<file path="src/rtl/pmsf_pkg.sv">
// ----------------------------------------------------------------------------
// pmsf_pkg: shared types and constants of the pointer motion smoothing filter
// Beat layouts, configuration register map, controller states and the
// command and status bundles between the controller and the datapath.
// ----------------------------------------------------------------------------
package pmsf_pkg;

  // Field widths of the beats and registers.
  localparam int DX_W        = 16;
  localparam int WGT_W       = 17;
  localparam int LIM_W       = 7;
  localparam int GAIN_W      = 16;
  localparam int AXIS_W      = 28;
  localparam int AVG_W       = 32;
  localparam int FRAC_SHIFT  = 16;
  localparam int SCALE_SHIFT = 20;

  // Unity weight in Q1.16.
  localparam logic [WGT_W-1:0] WGT_ONE = 17'h10000;

  // Register reset values.
  localparam logic              RST_SMOOTH = 1'b1;
  localparam logic [WGT_W-1:0]  RST_WEIGHT = 17'd39322;
  localparam logic [LIM_W-1:0]  RST_LIMIT  = 7'd32;
  localparam logic [GAIN_W-1:0] RST_YAW    = 16'd4096;
  localparam logic [GAIN_W-1:0] RST_PITCH  = 16'd4096;

  // Configuration port.
  localparam int CFG_IDX_W  = 3;
  localparam int CFG_DATA_W = 17;

  typedef enum logic [CFG_IDX_W-1:0] {
    REG_SMOOTH = 3'd0,
    REG_WEIGHT = 3'd1,
    REG_LIMIT  = 3'd2,
    REG_YAW    = 3'd3,
    REG_PITCH  = 3'd4
  } pmsf_reg_idx_t;

  typedef struct packed {
    logic              smoothing_enable;
    logic [WGT_W-1:0]  decay_weight;
    logic [LIM_W-1:0]  sample_limit;
    logic [GAIN_W-1:0] yaw_gain;
    logic [GAIN_W-1:0] pitch_gain;
  } pmsf_cfg_t;

  // Input and result beats.
  typedef struct packed {
    logic signed [DX_W-1:0] delta_x;
    logic signed [DX_W-1:0] delta_y;
    logic                   clear_history;
  } pmsf_in_t;

  typedef struct packed {
    logic                     moved;
    logic                     send_event;
    logic signed [AXIS_W-1:0] axis_x;
    logic signed [AXIS_W-1:0] axis_y;
  } pmsf_out_t;

  // Controller states.
  typedef enum logic [3:0] {
    ST_IDLE,
    ST_WSTART,
    ST_WALK,
    ST_DSTART,
    ST_DIV,
    ST_AVG,
    ST_SCALE,
    ST_ROUND,
    ST_OUT
  } pmsf_state_t;

  // Commands from the controller to the datapath.
  typedef struct packed {
    logic load;
    logic walk_start;
    logic div_start;
    logic div_step;
    logic avg_load;
    logic scale;
    logic round;
    logic out_load;
  } pmsf_cmd_t;

  // Status from the datapath to the controller.
  typedef struct packed {
    logic in_moved;
    logic smooth;
    logic walk_done;
    logic div_done;
    logic out_free;
  } pmsf_stat_t;

endpackage

</file>
<file path="src/rtl/pmsf_cfg.sv">
// ----------------------------------------------------------------------------
// pmsf_cfg: configuration register file
// Holds the five filter registers and takes one write beat per cycle.
// ----------------------------------------------------------------------------
module pmsf_cfg
  import pmsf_pkg::*;
(
  input  logic                  clk,
  input  logic                  rst_n,
  input  logic                  cfg_valid,
  output logic                  cfg_ready,
  input  logic [CFG_IDX_W-1:0]  cfg_index,
  input  logic [CFG_DATA_W-1:0] cfg_data,
  output pmsf_cfg_t             cfg
);

  pmsf_cfg_t cfg_r;
  pmsf_cfg_t cfg_nxt;

  // The register file never pushes back.
  assign cfg_ready = 1'b1;
  assign cfg       = cfg_r;

  // Decode the register index; unknown indexes are dropped.
  always_comb begin
    cfg_nxt = cfg_r;
    if (cfg_valid && cfg_ready) begin
      unique case (pmsf_reg_idx_t'(cfg_index))
        REG_SMOOTH: cfg_nxt.smoothing_enable = cfg_data[0];
        REG_WEIGHT: cfg_nxt.decay_weight     = cfg_data[WGT_W-1:0];
        REG_LIMIT:  cfg_nxt.sample_limit     = cfg_data[LIM_W-1:0];
        REG_YAW:    cfg_nxt.yaw_gain         = cfg_data[GAIN_W-1:0];
        REG_PITCH:  cfg_nxt.pitch_gain       = cfg_data[GAIN_W-1:0];
        default: ;
      endcase
    end
  end

  always_ff @(posedge clk) begin
    if (!rst_n) begin
      cfg_r.smoothing_enable <= RST_SMOOTH;
      cfg_r.decay_weight     <= RST_WEIGHT;
      cfg_r.sample_limit     <= RST_LIMIT;
      cfg_r.yaw_gain         <= RST_YAW;
      cfg_r.pitch_gain       <= RST_PITCH;
    end else begin
      cfg_r <= cfg_nxt;
    end
  end

endmodule

</file>
<file path="config.mk">
export PLATFORM = sky130hd
export DESIGN_NAME = pmsf_cfg
export DESIGN_NICKNAME = d
export VERILOG_FILES = /design/src/rtl/pmsf_pkg.sv /design/src/rtl/pmsf_cfg.sv
export SDC_FILE = /design/constraint.sdc
export NUM_CORES = 1
export LEC_CHECK = 0
export ABC_CLOCK_PERIOD_IN_PS = 2300
export BUFFER_PORTS_ARGS = -buffer_cell sky130_fd_sc_hd__buf_2
export CAP_MARGIN = 30
export CORE_MARGIN = 2
export CORE_UTILIZATION = 47
export CTS_CLUSTER_DIAMETER = 100
export CTS_CLUSTER_SIZE = 16
export DETAILED_ROUTE_END_ITERATION = 10
export PLACE_DENSITY_LB_ADDON = 0.1
export SLEW_MARGIN = 10
export SYNTH_ARGS = -nofsm -noshare
export SYNTH_HDL_FRONTEND = slang
export SYNTH_SLANG_ARGS = --single-unit
</file>
<file path="constraint.sdc">
create_clock -name clk -period 2.3 [get_ports clk]
set_clock_uncertainty 0.15 [all_clocks]
set_input_delay 0.69 -clock clk [delete_from_list [all_inputs] [get_ports clk]]
set_output_delay 0.69 -clock clk [all_outputs]
set_load 0.02 [all_outputs]
</file>
======== Yosys cells after proc, flatten, opt, wreduce, memory -nomap -nowiden ========
Cells that the tools add are included.
storage, ports and cells
  logic and storage cells ................. 15
  input port bits ......................... 23
  bits in registers ....................... 57
  output and inout port bits .............. 58
operators by class
  eq/ne operators ......................... 4
  reduce and logical (&&, ||, !) cells .... 6
operators by type and width
  operator            count
  $reduce_and 2->1    5
  $eq 3x2->1 const B  2
  $eq 3x1->1 const B  1
  $eq 3x3->1 const B  1
  $logic_not 3->1     1

======== Logic depth before layout (Yosys ltp) ========
  depth after elaboration ................. 2
  mapped depth ............................ 4
  depth with buffers taken out ............ 2

======== Least setup slack after synthesis ========
Ideal clock, no wire load.
  kind .................................... input -> register
  from .................................... input port cfg_index[1]
  to ...................................... register cfg_r, in the netlist cfg[12]
  data required time ...................... 2.026 ns
  stages on the path ...................... 4
  buffers on the path ..................... 2
  path slack .............................. 0.754 ns
  arrival time ............................ 1.272 ns
  path through ............................ nand4bb_1 buf_6 buf_6 mux2i_1
on the way
  cells in the longest elaborated chain, start to end .. 2
RTL lines
  element                     RTL line        text
  start, declared             pmsf_cfg.sv:12  input logic [CFG_IDX_W-1:0] cfg_index,
  $eq 3x3->1                  pmsf_cfg.sv:28  unique case (pmsf_reg_idx_t'(cfg_index))
  $reduce_and 2->1 (no line)  --
  end signal, assigned        pmsf_cfg.sv:47  cfg_r <= cfg_nxt;
  end, declared               pmsf_cfg.sv:17  pmsf_cfg_t cfg_r;
No other way between the ends.
A chain may end at the register's enable or synchronous reset.

======== Worst setup path after layout ========
  from .................................... register cfg_r, in the netlist cfg[21]
  to ...................................... output port cfg[21] in the netlist's numbering
RTL lines
  element        RTL line        text
  end, declared  pmsf_cfg.sv:14  output pmsf_cfg_t cfg
No word-level cell between the ends.

==> results.txt <==
status = finished, final reports clean
max cap viols = 0
vias in the first global route = 1703
synthesized cell area = 2250 um^2
Int Pwr = 1.77 mW
async set-reset flop share out of synthesis = 0%
largest area contributor in the netlist = dfxtp_1
worst r2r dst = cfg[51]
sequential area share after synthesis = 50.6%
total length of routed wires = 4810 um
Post-Layout Cell Count = 357
Max Root-Sink Buffers = 2
sequential group share of total power = 45.5%
Num CTS Buffers = 9
RSZ-0062 raised after global routing = no
via count = 1726
cell area power density = 776 nW/um^2
die area = 5360 um^2
final setup margin = 0.616 ns
clock share of power = 46.8%
Top FF cell, synth = dfxtp_1
n_diodes = 0
Worst Path Class, Setup = register to output pin
Std-Cell Rows = 25
Starting Density = 48.3%
CP max-delay cell = dfxtp_1
I/O Pins = 81
adder-cell share of the synthesized area = 0%
Post-DP HPWL = 3330 um
share of cells above drive strength 1 = 32.7%
gr ovfl total = 0
largest family of logic cells by synthesized area = multiplexers
P&R area growth vs syn = 28.3%
worst vdd ir = 0.458 mV
startpoint types = register
Hold Path End = cfg[55]
fmax = 594 MHz
Pleak = 1.42 nW
part of the power in combinational logic = 7.7%
r2r setup slk = 1.53 ns
H-tree Lvls = 3
hold_buf cts = 0
# DRC = 0
Worst Reg-to-Reg Cells = 2
Avg WL per Cell = 13.5 um
final period utilization = 73.2%
syn avg cell area = 10.2 um^2
Yosys warnings = 0
crit-path cells = buf_2
GPL Wtd Cong = 0.867
cells after synthesis = 221
Cell variety after synth = 14
EDFF count, synth = 0
crit-path max FO = 2
post-cts sizing count = 0
clock latency on the worst-skew pair = 0.32 ns
max-slew violation count = 0
largest net degree at the start of global routing = 64
post-layout util = 62.0%
setup TNS = 0 ns
Mapped Nets = 244
Die Y-Extent = 73.2 um
switching part of the total = 21.0%
Post-Synth XOR/XNOR Area = 0%
delay-heaviest family, CP = flip-flops
hold path startpoint = cfg[55]
Sink Count = 57
Crit path arrival time = 0.84 ns
number of vias per cell = 4.83
final setup violation count = 0
sw power = 0.472 mW
clock root cell = clkbuf_8
Hold Crit Depth = 2
Synth Area in Compound Gates = 0%
PortBufs = 79
Routed Antenna Nets = 0
setup bufs post-CTS = 0
Met1 Routed Length = 2220 um
worst reg2reg startpoint = cfg[51]
Commonest cells post-synth = 61 x nand2_1, 57 x dfxtp_1, 57 x mux2i_1
WL met2 = 2220 um
CP max stage delay = 0.35 ns
dpl ws = 0.450 ns
core outline area = 4660 um^2
worst path buffer plus inverter count = 1
initial antenna violation count = 0
layout net count = 322
global-route wire length before repair = 8010 um
CTS clk-pin slew, worst paths = 0.06 ns
starting DRC count in detailed routing = 43
fin crit period = 1.68 ns
post-synthesis mux area share = 25.3%
Post-Place Cells = 342
uppermost layer routed = met4
Synth Area in Simple Gates = 19.6%
Setup crit end kind = output pin
HP Class = register to register
Synth area leaders = dfxtp_1 51%, mux2i_1 25%, nand2_1 10%, nor2b_1 6.1%, buf_6 1.5%
CTS tree = built
Pre-Repair DR Iteration Count = 4
most frequent cell after synthesis = nand2_1
Synth Register Bits = 57
final hold violations = 0
Req. time, crit path = 1.46 ns
Die W = 73.2 um
share of the synthesized area in the top cell type = 50.6%
Final Power = 2.24 mW
WL met3 = 252 um
GRT Total Usage = 19.9%
max reg flops = 57
## power groups by stage
stage	logic (mW)	registers, mW	clock network (mW)
2_1_floorplan	0.0837	1.07	0
3_3_place_gp	0.173	1.04	0
3_5_place_dp	0.174	1.04	0
4_1_cts	0.174	1.02	1.07
5_1_grt	0.190	1.02	1.11
6_report	0.172	1.02	1.05
## worst max-delay path by stage
stage / start / end / depth (start not counted)
floorplan: cfg_index[1] / cfg[12] / 4
global placement: cfg_index[2] / cfg[43] / 3
detailed placement: cfg_index[2] / cfg[42] / 3
CTS: cfg[21] / cfg[21] / 1
global route: cfg[51] / cfg[51] / 1
finish: cfg[21] / cfg[21] / 1
## cells by family (layout without fill, tap and decap cells)
family / after synthesis / count (layout)
simple gates: 90 / 90
flops: 57 / 57
mux: 57 / 57
other cells: 1 / 1
buf+inv: 16 / 98
## cell usage in the layout (no fill, tap or decap)
cell       instances
and4b_1            1
and4bb_2           2
buf_12             1
buf_2             79
buf_4              3
bufinv_16          2
clkbuf_1           1
clkbuf_8          12
conb_1             1
dfxtp_1           57
mux2i_1           57
nand2_1           61
nand4b_1           1
nand4bb_1          2
nor2b_1           22
nor4b_1            1
## per-layer routing
metal / up-vias / track usage, %
met3: 10 / 4.56
met5: - / 0
li1: 889 / -
met2: 53 / 30.5
met4: 0 / 11.1
met1: 774 / 25.6
## tightest hold or removal path: cells and delay by family (launching register included)
family           cells  cell delay (ns)
DFF                  1             0.31
and+or+nand+nor      1             0.05
muxes                1             0.05
## per-stage QoR
step / instance area [um^2] / hold slack, ns
after floorplan: 2250 / 0.383
after global placement: 2660 / 0.291
after detailed placement: 2660 / 0.294
after CTS: 2890 / 0.307
after global routing: 2890 / 0.322
final: 2890 / 0.305
## layout make-up
type | instances | area (um^2)
clock buffer | 13 | 169
clock inverter | 2 | 60.1
fill | 422 | 1770
multi-input combinational | 148 | 1020
sequential | 57 | 1140
tap | 54 | 67.6
timing repair buffer | 83 | 438
Power figures use the tool's default switching activity.
