[config.mk]
export PLATFORM = sky130hd
export DESIGN_NAME = pmsf_ctrl
export DESIGN_NICKNAME = d
export VERILOG_FILES = /design/src/rtl/pmsf_pkg.sv /design/src/rtl/pmsf_ctrl.sv
export SDC_FILE = /design/constraint.sdc
export NUM_CORES = 1
export LEC_CHECK = 0
export BUFFER_PORTS_ARGS = -buffer_cell sky130_fd_sc_hd__buf_2
export CAP_MARGIN = 20
export CORE_AREA = 10 10 47 49
export DETAILED_ROUTE_END_ITERATION = 16
export DIE_AREA = 0 0 57 59
export MAX_ROUTING_LAYER = met4
export PLACE_DENSITY = 0.56
export SLEW_MARGIN = 20
export SYNTH_ARGS = -nofsm -noshare
export SYNTH_HDL_FRONTEND = slang
export SYNTH_SLANG_ARGS = --single-unit
export TNS_END_PERCENT = 50
[constraint.sdc]
create_clock -name clk -period 3 [get_ports clk]
set_clock_uncertainty 0.05 [all_clocks]
set_input_delay 0.3 -clock clk [delete_from_list [all_inputs] [get_ports clk]]
set_output_delay 0.3 -clock clk [all_outputs]
set_load 0.02 [all_outputs]
[src/rtl/pmsf_pkg.sv]
// ----------------------------------------------------------------------------
// pmsf_pkg: shared types and constants of the pointer motion smoothing filter
// Beat layouts, configuration register map, controller states and the
// command and status bundles between the controller and the datapath.
// ----------------------------------------------------------------------------
package pmsf_pkg;

  // Field widths of the beats and registers.
  localparam int DX_W        = 16;
  localparam int WGT_W       = 17;
  localparam int LIM_W       = 7;
  localparam int GAIN_W      = 16;
  localparam int AXIS_W      = 28;
  localparam int AVG_W       = 32;
  localparam int FRAC_SHIFT  = 16;
  localparam int SCALE_SHIFT = 20;

  // Unity weight in Q1.16.
  localparam logic [WGT_W-1:0] WGT_ONE = 17'h10000;

  // Register reset values.
  localparam logic              RST_SMOOTH = 1'b1;
  localparam logic [WGT_W-1:0]  RST_WEIGHT = 17'd39322;
  localparam logic [LIM_W-1:0]  RST_LIMIT  = 7'd32;
  localparam logic [GAIN_W-1:0] RST_YAW    = 16'd4096;
  localparam logic [GAIN_W-1:0] RST_PITCH  = 16'd4096;

  // Configuration port.
  localparam int CFG_IDX_W  = 3;
  localparam int CFG_DATA_W = 17;

  typedef enum logic [CFG_IDX_W-1:0] {
    REG_SMOOTH = 3'd0,
    REG_WEIGHT = 3'd1,
    REG_LIMIT  = 3'd2,
    REG_YAW    = 3'd3,
    REG_PITCH  = 3'd4
  } pmsf_reg_idx_t;

  typedef struct packed {
    logic              smoothing_enable;
    logic [WGT_W-1:0]  decay_weight;
    logic [LIM_W-1:0]  sample_limit;
    logic [GAIN_W-1:0] yaw_gain;
    logic [GAIN_W-1:0] pitch_gain;
  } pmsf_cfg_t;

  // Input and result beats.
  typedef struct packed {
    logic signed [DX_W-1:0] delta_x;
    logic signed [DX_W-1:0] delta_y;
    logic                   clear_history;
  } pmsf_in_t;

  typedef struct packed {
    logic                     moved;
    logic                     send_event;
    logic signed [AXIS_W-1:0] axis_x;
    logic signed [AXIS_W-1:0] axis_y;
  } pmsf_out_t;

  // Controller states.
  typedef enum logic [3:0] {
    ST_IDLE,
    ST_WSTART,
    ST_WALK,
    ST_DSTART,
    ST_DIV,
    ST_AVG,
    ST_SCALE,
    ST_ROUND,
    ST_OUT
  } pmsf_state_t;

  // Commands from the controller to the datapath.
  typedef struct packed {
    logic load;
    logic walk_start;
    logic div_start;
    logic div_step;
    logic avg_load;
    logic scale;
    logic round;
    logic out_load;
  } pmsf_cmd_t;

  // Status from the datapath to the controller.
  typedef struct packed {
    logic in_moved;
    logic smooth;
    logic walk_done;
    logic div_done;
    logic out_free;
  } pmsf_stat_t;

endpackage

[src/rtl/pmsf_ctrl.sv]
// ----------------------------------------------------------------------------
// pmsf_ctrl: sequencing state machine
// Steps a beat through history walk and division (if smoothing), scaling and output.
// ----------------------------------------------------------------------------
module pmsf_ctrl
  import pmsf_pkg::*;
(
  input  logic       clk,
  input  logic       rst_n,
  input  logic       in_valid,
  output logic       in_stall,
  input  pmsf_stat_t st,
  output pmsf_cmd_t  cmd
);

  pmsf_state_t state_r;
  pmsf_state_t state_nxt;

  // Next state.
  always_comb begin
    state_nxt = state_r;
    unique case (state_r)
      ST_IDLE: begin
        if (in_valid) begin
          if (!st.in_moved) begin
            state_nxt = ST_OUT;
          end else if (st.smooth) begin
            state_nxt = ST_WSTART;
          end else begin
            state_nxt = ST_SCALE;
          end
        end
      end
      ST_WSTART: state_nxt = ST_WALK;
      ST_WALK: begin
        if (st.walk_done) begin
          state_nxt = ST_DSTART;
        end
      end
      ST_DSTART: state_nxt = ST_DIV;
      ST_DIV: begin
        if (st.div_done) begin
          state_nxt = ST_AVG;
        end
      end
      ST_AVG:   state_nxt = ST_SCALE;
      ST_SCALE: state_nxt = ST_ROUND;
      ST_ROUND: state_nxt = ST_OUT;
      ST_OUT: begin
        if (st.out_free) begin
          state_nxt = ST_IDLE;
        end
      end
      default: state_nxt = ST_IDLE;
    endcase
  end

  // Outputs: the input side is open only in the idle state.
  always_comb begin
    cmd      = '0;
    in_stall = 1'b1;
    unique case (state_r)
      ST_IDLE: begin
        in_stall = 1'b0;
        cmd.load = in_valid;
      end
      ST_WSTART: cmd.walk_start = 1'b1;
      ST_WALK:   ;
      ST_DSTART: cmd.div_start = 1'b1;
      ST_DIV:    cmd.div_step = 1'b1;
      ST_AVG:    cmd.avg_load = 1'b1;
      ST_SCALE:  cmd.scale = 1'b1;
      ST_ROUND:  cmd.round = 1'b1;
      ST_OUT:    cmd.out_load = st.out_free;
      default: ;
    endcase
  end

  always_ff @(posedge clk) begin
    if (!rst_n) begin
      state_r <= ST_IDLE;
    end else begin
      state_r <= state_nxt;
    end
  end

endmodule

==> Yosys cells after proc, flatten, opt, wreduce, memory -nomap -nowiden <==
Index checks and enable logic that the tools add are counted.
{ "op_classes": {"order_cmp": 0, "n_shift": 0, "n_reduce_logical": 2, "add_sub_neg": 0, "n_bitwise": 0, "n_mul": 0, "mux": 16, "eq_ne": 12, "div": 0} }
{ "ops": {"columns": ["cell", "count"], "rows": [
  ["one-hot mux 4 bit (9 select lines)", 1],
  ["two-way mux 4 bit", 5],
  ["== test 4 x 3 -> 1 bit, second input constant", 4],
  ["two-way mux 1 bit", 9],
  ["== test 4 x 2 -> 1 bit, second input constant", 2],
  ["inequality test 2 bit, second input constant", 4],
  ["== test 4 x 1 -> 1 bit, second input constant", 1],
  ["== test 4 bit, second input constant", 1],
  ["logical NOT 4 bit", 1],
  ["AND reduction 4 bit", 1],
  ["two-way mux 3 bit", 1]
]} }
{ "totals": {"ff_bits": 4, "memories": 0, "ram_bits": 0, "wordCells": 31, "inputBits": 8, "romBits": 0, "out_inout_bits": 9, "latchBits": 0} }

==> Longest topological paths before layout <==
Gate-level depths: netlist (run 1).
{ "depth": {"word_depth": 4, "depth_mapped": 4, "mapped_depth_nobuf": 3} }

==> Worst setup path before layout (run 1) <==
OpenSTA, ideal clock, no wires.
{ "synth_timing": {"path_type": "flip-flop to output port", "from": "register state_r[3]", "to": "output cmd[2] (netlist name)", "path_slack_ps": 1539, "path_stages_with_launch": 4, "required_time_ps": 2650, "n_path_buf": 1, "arrival_time_ps": 1111, "path_cell_list": "dfxtp_1 -> buf_2 -> nand2b_4 -> nor3b_1"} }
{ "synth_rtl": {"columns": ["item", "line", "rtl"], "rows": [
  ["start, declared", "pmsf_ctrl.sv:16", "pmsf_state_t state_r;"],
  ["start signal, assigned", "pmsf_ctrl.sv:83", "state_r <= state_nxt;"],
  ["end, declared", "pmsf_ctrl.sv:13", "output pmsf_cmd_t cmd"]
]} }

==> impl_metrics.json, run 1 <==
{
  "result_of_the_run": "completed",
  "ys_seq_elements": 4,
  "slew_headroom_pct": 71.14,
  "preCtsSetupSlack_ns": 1.539,
  "p_leak_nw": 0.2001,
  "avgSynthCellArea_um2": 7.792,
  "via_count": 390,
  "kind_of_start_point_of_the_critical_path": "register",
  "num_ports": 17,
  "cts-hold-fix-buffers": 0,
  "routedWlPerCell_um": 13.83,
  "num_antenna_cells": 0,
  "power.density_cell_area_mw_per_mm2": 605.7,
  "htree_levels": 1,
  "post_synthesis_sequential_area_ratio_pct": 23.36,
  "post-route-drc-count": 0,
  "die_y_um": 59,
  "post-route-period-util_pct": 56.75,
  "crit_path_max_fanout": 12,
  "cts_post_setup_buffers_inserted": 0,
  "worstMarginPinSlew_ns": 0.4324,
  "registers.top_by_ff_count": "state_r",
  "dp_hpwl_um": 808.9,
  "max_freq_mhz": 587.3,
  "core_area_mm2": 0.001401,
  "critical_path.slowest_cell": "sky130_fd_sc_hd__dfxtp_1",
  "crit_path_cell_trace": "nand2_1 > nor3_1 > buf_2",
  "mappedNetlistNets": 52,
  "final_period_minus_worst_setup_slack_ns": 1.703,
  "cts_num_sinks": 4,
  "finalWorstSetupSlack_ns": 1.297,
  "postSynthCellCount": 44,
  "asyncSetResetFlopFracSynth_pct": 0,
  "dieArea_mm2": 0.003363,
  "synthDistinctLibCells": 25,
  "yosysTopAreaCell": "sky130_fd_sc_hd__dfxtp_1",
  "drt-initial-drc-count": 8,
  "tritoncts": "built",
  "finalHoldViolations": 0,
  "clock-root-buffer": "sky130_fd_sc_hd__clkbuf_4",
  "largestRegisters": "state_r x4",
  "path_clk_slew_ns": 0.04,
  "count_of_tritonroute_iterations_in_the_first_routing_pass": 4,
  "worst_ir_drop_vdd_mv": 0.2424,
  "width_of_the_die_um": 57,
  "critPathRequiredTime_ns": 2.65,
  "ant_nets": 0,
  "setup.worst_path.end_class": "output pin",
  "ys.warnings.count": 0,
  "tritoncts_buffer_count": 3,
  "area_growth_pct": 29.20,
  "synth_enable_flop_cells": 0,
  "clkLatencyLatePin_ns": 0.23,
  "fin_setup_tns_ns": 0,
  "fin_nets": 69,
  "report.final.slew_viol_count": 0,
  "number_of_global_route_vias_before_repair": 417,
  "placed_cells_incl_taps": 72,
  "cts_resized": 0,
  "routabilityCongestion": 0.7882,
  "worst-endpoint-arrival_ns": 1.35,
  "placement_rows": 14,
  "initial_utilization_pct": 24.46,
  "max_ffs_per_register": 4,
  "wl_um": 1037,
  "vias_per_cell": 5.200,
  "globalRoute.totalOverflow": 0,
  "gr-usage-all-layers_pct": 6.652,
  "grt_setup_unrepaired": "no",
  "finalNonFillerCells": 75,
  "ys_dominant_reg_cell": "sky130_fd_sc_hd__dfxtp_1",
  "post-synth-top-count-cell": "sky130_fd_sc_hd__nor2_1",
  "layout-drive-gt1-share_pct": 37.29,
  "setup_violations": 0,
  "critical-path-max-stage-delay_ns": 0.55,
  "synth.cell_area_um2": 342.8,
  "timing_worst_setup_path_type": "reg -> out",
  "max-cap-violations": 0,
  "io_buffers": 16,
  "clockBufferDepth": 2,
  "hold_class": "in -> reg",
  "synth_commonest_cells": "sky130_fd_sc_hd__nor2_1 (6), sky130_fd_sc_hd__dfxtp_1 (4), sky130_fd_sc_hd__nor3_1 (4)",
  "fraction_of_post_synthesis_cell_area_in_the_top_cell_type_by_area_pct": 23.36,
  "wire_length_of_the_first_global_routing_pass_um": 1828,
  "synth_area_leaders": "sky130_fd_sc_hd__dfxtp_1 (23%), sky130_fd_sc_hd__nor2_1 (6.6%), sky130_fd_sc_hd__nor3_1 (5.8%)",
  "pin_count_of_the_biggest_net_entering_global_routing": 13,
  "antenna_found_initial": 0
}
[final timing paths]
kind	startpoint	endpoint	slack, ns	depth (start not counted)
hold / removal	rst_n	state_r[3]	0.28	2
setup / recovery	state_r[1]	cmd[5]	1.30	3
hold reg to reg	state_r[0]	state_r[0]	0.63	1
setup reg to reg	state_r[1]	state_r[2]	1.52	3
[per-layer routing]
layer  GRT usage, %  wire length [um]  vias to the layer above
li1               -                 -                      190
met1          8.747               543                      181
met2          8.682               432                       17
met3          3.004                53                        2
met4          2.013                 8                        0
met5              -                 0                        -
[where the power goes]
part           internal [mW]  total, mW  switching, mW
Combinational         0.0513      0.113         0.0614
Sequential            0.0625     0.0895         0.0269
Clock                 0.0447     0.0661         0.0214
[cells by family after synthesis]
logic type             after synthesis  share of synthesized area, %
flip-flops                           4                         23.36
multiplexers                         2                         6.204
AO/OA/AOI/OAI                        7                         15.33
AND/OR/NAND/NOR                     26                         47.08
buffers and inverters                5                         8.027
[through the flow]
stage / total power, mW / cell area, um^2 / utilization, % / hold WS (ns)
CTS: 0.2709 / 442.9 / 31.61 / 0.2788
floorplan: 0.1718 / 342.8 / - / 0.3779
global route: 0.2905 / 442.9 / 31.61 / 0.2911
global placement: 0.2034 / 420.4 / 30.00 / 0.5273
detailed placement: 0.2017 / 420.4 / 30.00 / 0.5256
finish: 0.2683 / 442.9 / 31.61 / 0.2813
[critical path: cells and delay by family (launching register included)]
kind	cells	cell delay, ns
simple gates	2	0.36
buf+inv	1	0.20
flops	1	0.55
[layout make-up]
type	count	area [um^2]
Sequential cell	4	80.08
Tap cell	16	20.02
Timing Repair Buffer	16	80.08
Inverter	1	5.005
Multi-Input combinational cell	35	235.2
Fill cell	161	958.4
Clock buffer	3	22.52
[placed cells by master, fill, tap and decap left out]
master	synthesis	routed
sky130_fd_sc_hd__or4_1	1	1
sky130_fd_sc_hd__nor2_1	6	6
sky130_fd_sc_hd__o21ai_1	1	1
sky130_fd_sc_hd__buf_2	3	16
sky130_fd_sc_hd__nand2_1	3	3
sky130_fd_sc_hd__or2_1	1	1
sky130_fd_sc_hd__nor4bb_1	2	2
sky130_fd_sc_hd__o21ai_0	1	1
sky130_fd_sc_hd__nand2b_4	1	1
sky130_fd_sc_hd__mux2_2	1	1
sky130_fd_sc_hd__a22oi_1	1	1
sky130_fd_sc_hd__o31a_1	1	1
sky130_fd_sc_hd__nand2b_1	1	1
sky130_fd_sc_hd__dfxtp_1	4	4
sky130_fd_sc_hd__a2111o_1	1	1
sky130_fd_sc_hd__clkinvlp_2	1	1
sky130_fd_sc_hd__and3_1	2	2
sky130_fd_sc_hd__nor4b_1	2	2
sky130_fd_sc_hd__a211oi_1	1	1
sky130_fd_sc_hd__nor3b_1	2	2
sky130_fd_sc_hd__and3b_1	1	1
sky130_fd_sc_hd__mux2i_1	1	1
sky130_fd_sc_hd__clkbuf_4	0	3
sky130_fd_sc_hd__o21bai_1	1	1
sky130_fd_sc_hd__nor3_1	4	4
Note: power is estimated with default switching activity, not from simulation.
==> inputs of run 2 (changes only) <==
--- a/config.mk
+++ b/config.mk
@@ -5,13 +5,14 @@
 export SDC_FILE = /design/constraint.sdc
 export NUM_CORES = 1
 export LEC_CHECK = 0
+export ABC_AREA = 1
 export BUFFER_PORTS_ARGS = -buffer_cell sky130_fd_sc_hd__buf_2
 export CAP_MARGIN = 20
 export CORE_AREA = 10 10 47 49
 export DETAILED_ROUTE_END_ITERATION = 16
 export DIE_AREA = 0 0 57 59
 export MAX_ROUTING_LAYER = met4
-export PLACE_DENSITY = 0.56
+export PLACE_DENSITY = 0.58
 export SLEW_MARGIN = 20
 export SYNTH_ARGS = -nofsm -noshare
 export SYNTH_HDL_FRONTEND = slang
==> constraint.sdc (replaced) <==
create_clock -name clk -period 1.5 [get_ports clk]
set_clock_uncertainty 0.05 [all_clocks]
set_input_delay 0.15 -clock clk [delete_from_list [all_inputs] [get_ports clk]]
set_output_delay 0.15 -clock clk [all_outputs]
set_load 0.02 [all_outputs]
==> run 2 against run 1 <==
Effect of this change: final area rose by 9.6%; non-clock buffer count did not move; final cell count up 27%; power increased to 3.8 times the previous value; combinational power rose to 5.7 times the previous value; first-iteration DRC count shrank 38%; sequential cell count unchanged; sequential power increased to 2.8 times the previous value; clock power increased by 110%; critical path depth is the same; synthesized cell count rose by 36%; critical path type unchanged; largest power group unchanged; highest routed layer is now met3.
==> impl_metrics.json, run 2 <==
{
  "dieArea_mm2": 0.003363,
  "synth.cell_area_um2": 341.6,
  "area_growth_pct": 42.12,
  "clkLatencyLatePin_ns": 0.24,
  "io_buffers": 16,
  "fraction_of_post_synthesis_cell_area_in_the_top_cell_type_by_area_pct": 23.44,
  "wire_length_of_the_first_global_routing_pass_um": 1683,
  "preCtsSetupSlack_ns": 0.2706,
  "globalRoute.totalOverflow": 0,
  "cts_num_sinks": 4,
  "max-cap-violations": 0,
  "post_synth_mux_area_share_pct": 0,
  "critical-path-max-stage-delay_ns": 0.39,
  "initial_utilization_pct": 24.38,
  "gr-usage-all-layers_pct": 6.200,
  "most_common_cell_after_layout_fill_and_taps_aside": "sky130_fd_sc_hd__buf_2",
  "htree_levels": 1,
  "synth_enable_flop_cells": 0,
  "post_synthesis_sequential_area_ratio_pct": 23.44,
  "fin_nets": 89,
  "crit_path_max_fanout": 4,
  "worstMarginPinSlew_ns": 0.2179,
  "registers.top_by_ff_count": "state_r",
  "cts_post_setup_buffers_inserted": 0,
  "dp_hpwl_um": 814.5,
  "kind_of_start_point_of_the_critical_path": "register",
  "placement_rows": 14,
  "width_of_the_die_um": 57,
  "synth_fa_ha_area_share_pct": 0,
  "tritoncts_buffer_count": 3,
  "finalHoldViolations": 0,
  "yosys.area_share.simple_pct": 49.45,
  "path_delay_family": "flip-flops",
  "num_ports": 17,
  "critical_path.slowest_cell": "sky130_fd_sc_hd__dfxtp_2",
  "num_antenna_cells": 0,
  "avgSynthCellArea_um2": 5.693,
  "count_of_tritonroute_iterations_in_the_first_routing_pass": 4,
  "layout-drive-gt1-share_pct": 39.24,
  "timing_worst_setup_path_type": "reg -> out",
  "max_ffs_per_register": 4,
  "synth_area_leaders": "sky130_fd_sc_hd__dfxtp_1 (23%), sky130_fd_sc_hd__nand2_1 (16%), sky130_fd_sc_hd__inv_1 (15%)",
  "wl_um": 954,
  "p_leak_nw": 0.2898,
  "final_period_minus_worst_setup_slack_ns": 1.398,
  "post-route-drc-count": 0,
  "core_area_mm2": 0.001401,
  "tritoncts": "built",
  "worstPathBufferInverterCount": 2,
  "number_of_global_route_vias_before_repair": 440,
  "max_freq_mhz": 715.1,
  "post-route-period-util_pct": 93.22,
  "n_fill_cell": 167,
  "cts_resized": 0,
  "drt-initial-drc-count": 5,
  "synth_commonest_cells": "sky130_fd_sc_hd__nand2_1 (15), sky130_fd_sc_hd__inv_1 (14), sky130_fd_sc_hd__nor2_1 (7)",
  "clockBufferDepth": 2,
  "ys_seq_elements": 4,
  "ant_nets": 0,
  "asyncSetResetFlopFracSynth_pct": 0,
  "finalWorstSetupSlack_ns": 0.1017,
  "pin_count_of_the_biggest_net_entering_global_routing": 7,
  "synthDistinctLibCells": 15,
  "ys_dominant_reg_cell": "sky130_fd_sc_hd__dfxtp_1",
  "result_of_the_run": "completed",
  "hold_class": "in -> reg",
  "grt_setup_unrepaired": "no",
  "setup.worst_path.end_class": "output pin",
  "fin_setup_tns_ns": 0,
  "most-common-layout-cells": "sky130_fd_sc_hd__buf_2 (16), sky130_fd_sc_hd__nand2_1 (15), sky130_fd_sc_hd__inv_1 (13)",
  "vias_per_cell": 4.421,
  "synth_top_family_by_area": "simple AND/OR/NAND/NOR gates",
  "synth_xor_area_share_pct": 0,
  "clock-root-buffer": "sky130_fd_sc_hd__clkbuf_4",
  "crit_path_cell_trace": "inv_1 > nor4_1 > buf_2",
  "die_y_um": 59,
  "worst_ir_drop_vdd_mv": 0.7393,
  "via_count": 420,
  "power.density_cell_area_mw_per_mm2": 2124,
  "path_clk_slew_ns": 0.03,
  "critPathRequiredTime_ns": 1.30,
  "routabilityCongestion": 0.8689,
  "worst-endpoint-arrival_ns": 1.20,
  "cts-hold-fix-buffers": 0,
  "mappedNetlistNets": 68,
  "largestRegisters": "state_r x4",
  "synth_compound_area_share_pct": 11.72,
  "report.final.slew_viol_count": 0,
  "slew_headroom_pct": 85.34,
  "setup_violations": 0,
  "routedWlPerCell_um": 10.04,
  "antenna_found_initial": 0,
  "yosysTopAreaCell": "sky130_fd_sc_hd__dfxtp_1",
  "post-synth-top-count-cell": "sky130_fd_sc_hd__nand2_1",
  "postSynthCellCount": 60,
  "ys.warnings.count": 0
}
-- run 2: cell types whose count changed in the layout (fill, tap and decap cells not counted), sizes merged, moves of 2 or more --
cell	change
nand2b	-2
and3	-2
nor3b	-2
nor3	-2
nand3	+7
nor2	+5
inv	+14
nor4b	-2
a21oi	+3
nand2	+12
nor4bb	-2
-- run 2: logic make-up after synthesis --
family | Yosys count
AOI/OAI and AO/OA | 6
buffers and inverters | 14
DFF | 4
and+or+nand+nor | 36
-- run 2: layout make-up --
cell class	count	area (um^2)	share of cell area (%)
repair buffers	16	80.08	16.49
well taps	16	20.02	4.124
multi-input cells	42	224.0	46.13
clock buffers	3	22.52	4.639
flip-flops and latches	4	86.33	17.78
inverters	14	52.55	10.82
-- run 2: final timing paths --
kind               from          to  slack, ns  depth (start not counted)
max          state_r[3]      cmd[0]       0.10                          3
max reg2reg  state_r[1]  state_r[1]       0.34                          6
min               rst_n  state_r[3]       0.14                          3
min reg2reg  state_r[2]  state_r[3]       0.56                          3
-- run 2: metal layers --
metal / GRT usage, % / wire (um)
met5: - / 0
met4: 2.013 / 0
met3: 2.790 / 49
met2: 9.147 / 437
met1: 7.303 / 467
-- run 2: metrics by stage --
stage / hold slack [ns] / instance area (um^2) / power, mW / utilization, % / instances
finish: 0.1394 / 485.5 / 1.031 / 34.64 / 95
global route: 0.1602 / 485.5 / 1.142 / 34.64 / 95
CTS: 0.1370 / 464.2 / 0.9933 / 33.13 / 95
detailed placement: 0.3814 / 441.7 / 0.8521 / 31.52 / 92
global placement: 0.3808 / 441.7 / 0.8558 / 31.52 / 92
floorplan: 0.2710 / 341.6 / 0.6842 / - / 60
-- run 2: power breakdown --
group / switching (mW) / internal [mW]
sequential: 0.0861 / 0.163
clock: 0.0468 / 0.0897
combinational: 0.422 / 0.224
total: 0.555 / 0.477
-- run 2: worst register-to-register path: cells and delay by family, from the launching register on --
kind | cells | cell delay, ns
simple gates | 5 | 0.48
compound gates | 1 | 0.12
flops | 1 | 0.43
==> inputs of run 3 (changes only) <==
==> constraint.sdc (replaced) <==
create_clock -name clk -period 1.17 [get_ports clk]
set_clock_uncertainty 0.05 [all_clocks]
set_input_delay 0.117 -clock clk [delete_from_list [all_inputs] [get_ports clk]]
set_output_delay 0.117 -clock clk [all_outputs]
set_load 0.02 [all_outputs]
==> run 3 against run 2 <==
Effect of this change: the flow now finishes with violations (negative setup slack); critical endpoint is now cmd[2]; non-clock buffer count grew 5; first-iteration DRC count is 40% lower; largest cell class unchanged; die area unchanged; clock power up 22%; sequential power increased by 39%; critical path depth up 2; final cell count rose by 5.3%; global-route usage increased by 0.24 points; critical path type unchanged.
==> impl_metrics.json, run 3 (synthesized netlist as in run 2, its figures left out) <==
{
  "antenna_found_initial": 0,
  "number_of_global_route_vias_before_repair": 457,
  "tritoncts": "built",
  "worst-endpoint-arrival_ns": 1.15,
  "power.density_cell_area_mw_per_mm2": 2685,
  "io_buffers": 16,
  "max_ffs_per_register": 4,
  "globalRoute.totalOverflow": 0,
  "result_of_the_run": "complete, but fails checks",
  "width_of_the_die_um": 57,
  "num_antenna_cells": 0,
  "pin_count_of_the_biggest_net_entering_global_routing": 7,
  "finalWorstSetupSlack_ns": -0.1508,
  "worstMarginPinSlew_ns": 0.1760,
  "finalHoldViolations": 0,
  "post-route-drc-count": 0,
  "power_switching_share_pct": 50.54,
  "clkLatencyLatePin_ns": 0.23,
  "grt_setup_unrepaired": "yes",
  "worstHoldStart": "rst_n",
  "whs_endpoint": "state_r[0]",
  "clock-root-buffer": "sky130_fd_sc_hd__clkbuf_4",
  "area_growth_pct": 80.95,
  "wire_length_of_the_first_global_routing_pass_um": 1752,
  "finish.utilization_pct": 44.11,
  "htree_levels": 1,
  "worst-r2r-cell-count": 8,
  "fin_nets": 94,
  "dieArea_mm2": 0.003363,
  "slew_headroom_pct": 88.18,
  "max_freq_mhz": 757.1,
  "worst_ir_drop_vdd_mv": 1.143,
  "crit_path_cell_trace": "buf_6 > nor2_4 > inv_2 > nor3_2 > buf_4",
  "cts-hold-fix-buffers": 0,
  "p_comb_share_pct": 69.2,
  "preCtsSetupSlack_ns": -0.04726,
  "reg2reg_slack_ns": -0.03,
  "power_frac_clock_pct": 10.0,
  "drt-initial-drc-count": 3,
  "layout-drive-gt1-share_pct": 60.71,
  "initial_utilization_pct": 24.38,
  "clockBufferDepth": 2,
  "p_leak_nw": 0.3204,
  "critical-path-max-stage-delay_ns": 0.36,
  "ant_nets": 0,
  "r2r-end": "state_r[2]",
  "dp_hpwl_um": 848.9,
  "cts_num_sinks": 4,
  "crit-reg2reg-launch": "state_r[3]",
  "routedWlPerCell_um": 10.77,
  "path_clk_slew_ns": 0.04,
  "core_area_mm2": 0.001401,
  "violated_checks": "negative setup slack",
  "fin_hold_ws_ns": 0.1069,
  "count_of_tritonroute_iterations_in_the_first_routing_pass": 2,
  "placement_rows": 14,
  "timing_worst_setup_path_type": "reg -> out",
  "gr-usage-all-layers_pct": 6.439,
  "whs_path_depth": 3,
  "internal_power_mw": 0.8207,
  "report.final.slew_viol_count": 0,
  "registers.top_by_ff_count": "state_r",
  "critPathRequiredTime_ns": 1.00,
  "tritoncts_buffer_count": 3,
  "routabilityCongestion": 0.7987,
  "hold_class": "in -> reg",
  "via_count": 439,
  "post-route-period-util_pct": 112.9,
  "final_period_minus_worst_setup_slack_ns": 1.321,
  "die_y_um": 59,
  "vias_per_cell": 4.390,
  "largestRegisters": "state_r x4",
  "setup_violations": 13,
  "power.share.sequential_pct": 20.8,
  "crit_path_max_fanout": 4,
  "max-cap-violations": 0,
  "wl_um": 1077,
  "num_ports": 17,
  "netSwitchingPower_mw": 0.8387,
  "most-common-layout-cells": "sky130_fd_sc_hd__nand2_1 (10), sky130_fd_sc_hd__buf_4 (10), sky130_fd_sc_hd__inv_1 (9)",
  "setup.worst_path.end_class": "output pin",
  "critical_path.slowest_cell": "sky130_fd_sc_hd__dfxtp_4",
  "kind_of_start_point_of_the_critical_path": "register"
}
[run 3: cell count changes in the layout (fill, tap and decap cells not counted), moves of 3 or more]
| cell | previous run | this run |
|---|---|---|
| sky130_fd_sc_hd__buf_4 | 0 | 10 |
| sky130_fd_sc_hd__buf_2 | 16 | 8 |
| sky130_fd_sc_hd__nand2_1 | 15 | 10 |
| sky130_fd_sc_hd__inv_1 | 13 | 9 |
| sky130_fd_sc_hd__nand2_2 | 0 | 4 |
| sky130_fd_sc_hd__buf_6 | 0 | 3 |
| sky130_fd_sc_hd__dfxtp_4 | 1 | 4 |
| sky130_fd_sc_hd__inv_2 | 1 | 4 |
[run 3: cell type report]
class	count	area (um^2)
inverter	14	55.05
sequential	4	95.09
tap	16	20.02
fill	157	783.3
timing repair buffer	21	148.9
clock buffer	3	22.52
multi-input combinational	42	276.5
[run 3: worst max-delay path by stage]
stage | from | end | slack [ns] | cells after the start
4_1_cts | state_r[3] | cmd[2] | -0.15 | 5
3_5_place_dp | state_r[2] | cmd[2] | -0.05 | 5
6_report | state_r[3] | cmd[2] | -0.15 | 5
3_3_place_gp | state_r[2] | state_r[3] | -0.05 | 7
5_1_grt | state_r[3] | cmd[2] | -0.22 | 5
2_1_floorplan | state_r[0] | cmd[7] | -0.10 | 3
[run 3: power groups by stage]
stage | Combinational, mW | Sequential [mW] | Clock, mW
after floorplan | 0.628 | 0.268 | 0
after global placement | 0.899 | 0.272 | 0
after detailed placement | 0.901 | 0.272 | 0
after CTS | 1.03 | 0.326 | 0.177
after global routing | 1.26 | 0.359 | 0.190
final | 1.15 | 0.346 | 0.166
[run 3: critical path, delay by kind of cell (launching register included)]
kind	cells	cell delay [ns]
flops	1	0.36
buf+inv	3	0.34
simple gates	2	0.22
[run 3: metrics by stage]
step | std cells | total power, mW | TNS (ns) | cell area [um^2]
finish | 100 | 1.659 | -0.9402 | 618.1
global route | 100 | 1.813 | -1.989 | 618.1
CTS | 99 | 1.529 | -0.9924 | 565.5
detailed placement | 95 | 1.173 | -0.1567 | 475.5
global placement | 95 | 1.171 | -0.2083 | 475.5
floorplan | 60 | 0.8955 | -0.1349 | 352.8
[run 3: layer usage]
metal  up-vias  GRT usage [%]  share of wire, %
li1        232              -                 -
met1       194          7.117                48
met2        13          11.16                49
met3         0          2.146               3.0
met4         0          1.007                 0
met5         -              -                 0
[run 3: repair_timing]
item / CTS / global route
setup buffers: 1 / 1
pin swaps: 3 / 4
endpoints found under the setup margin: 13 / 13
resized for setup: 26 / 13
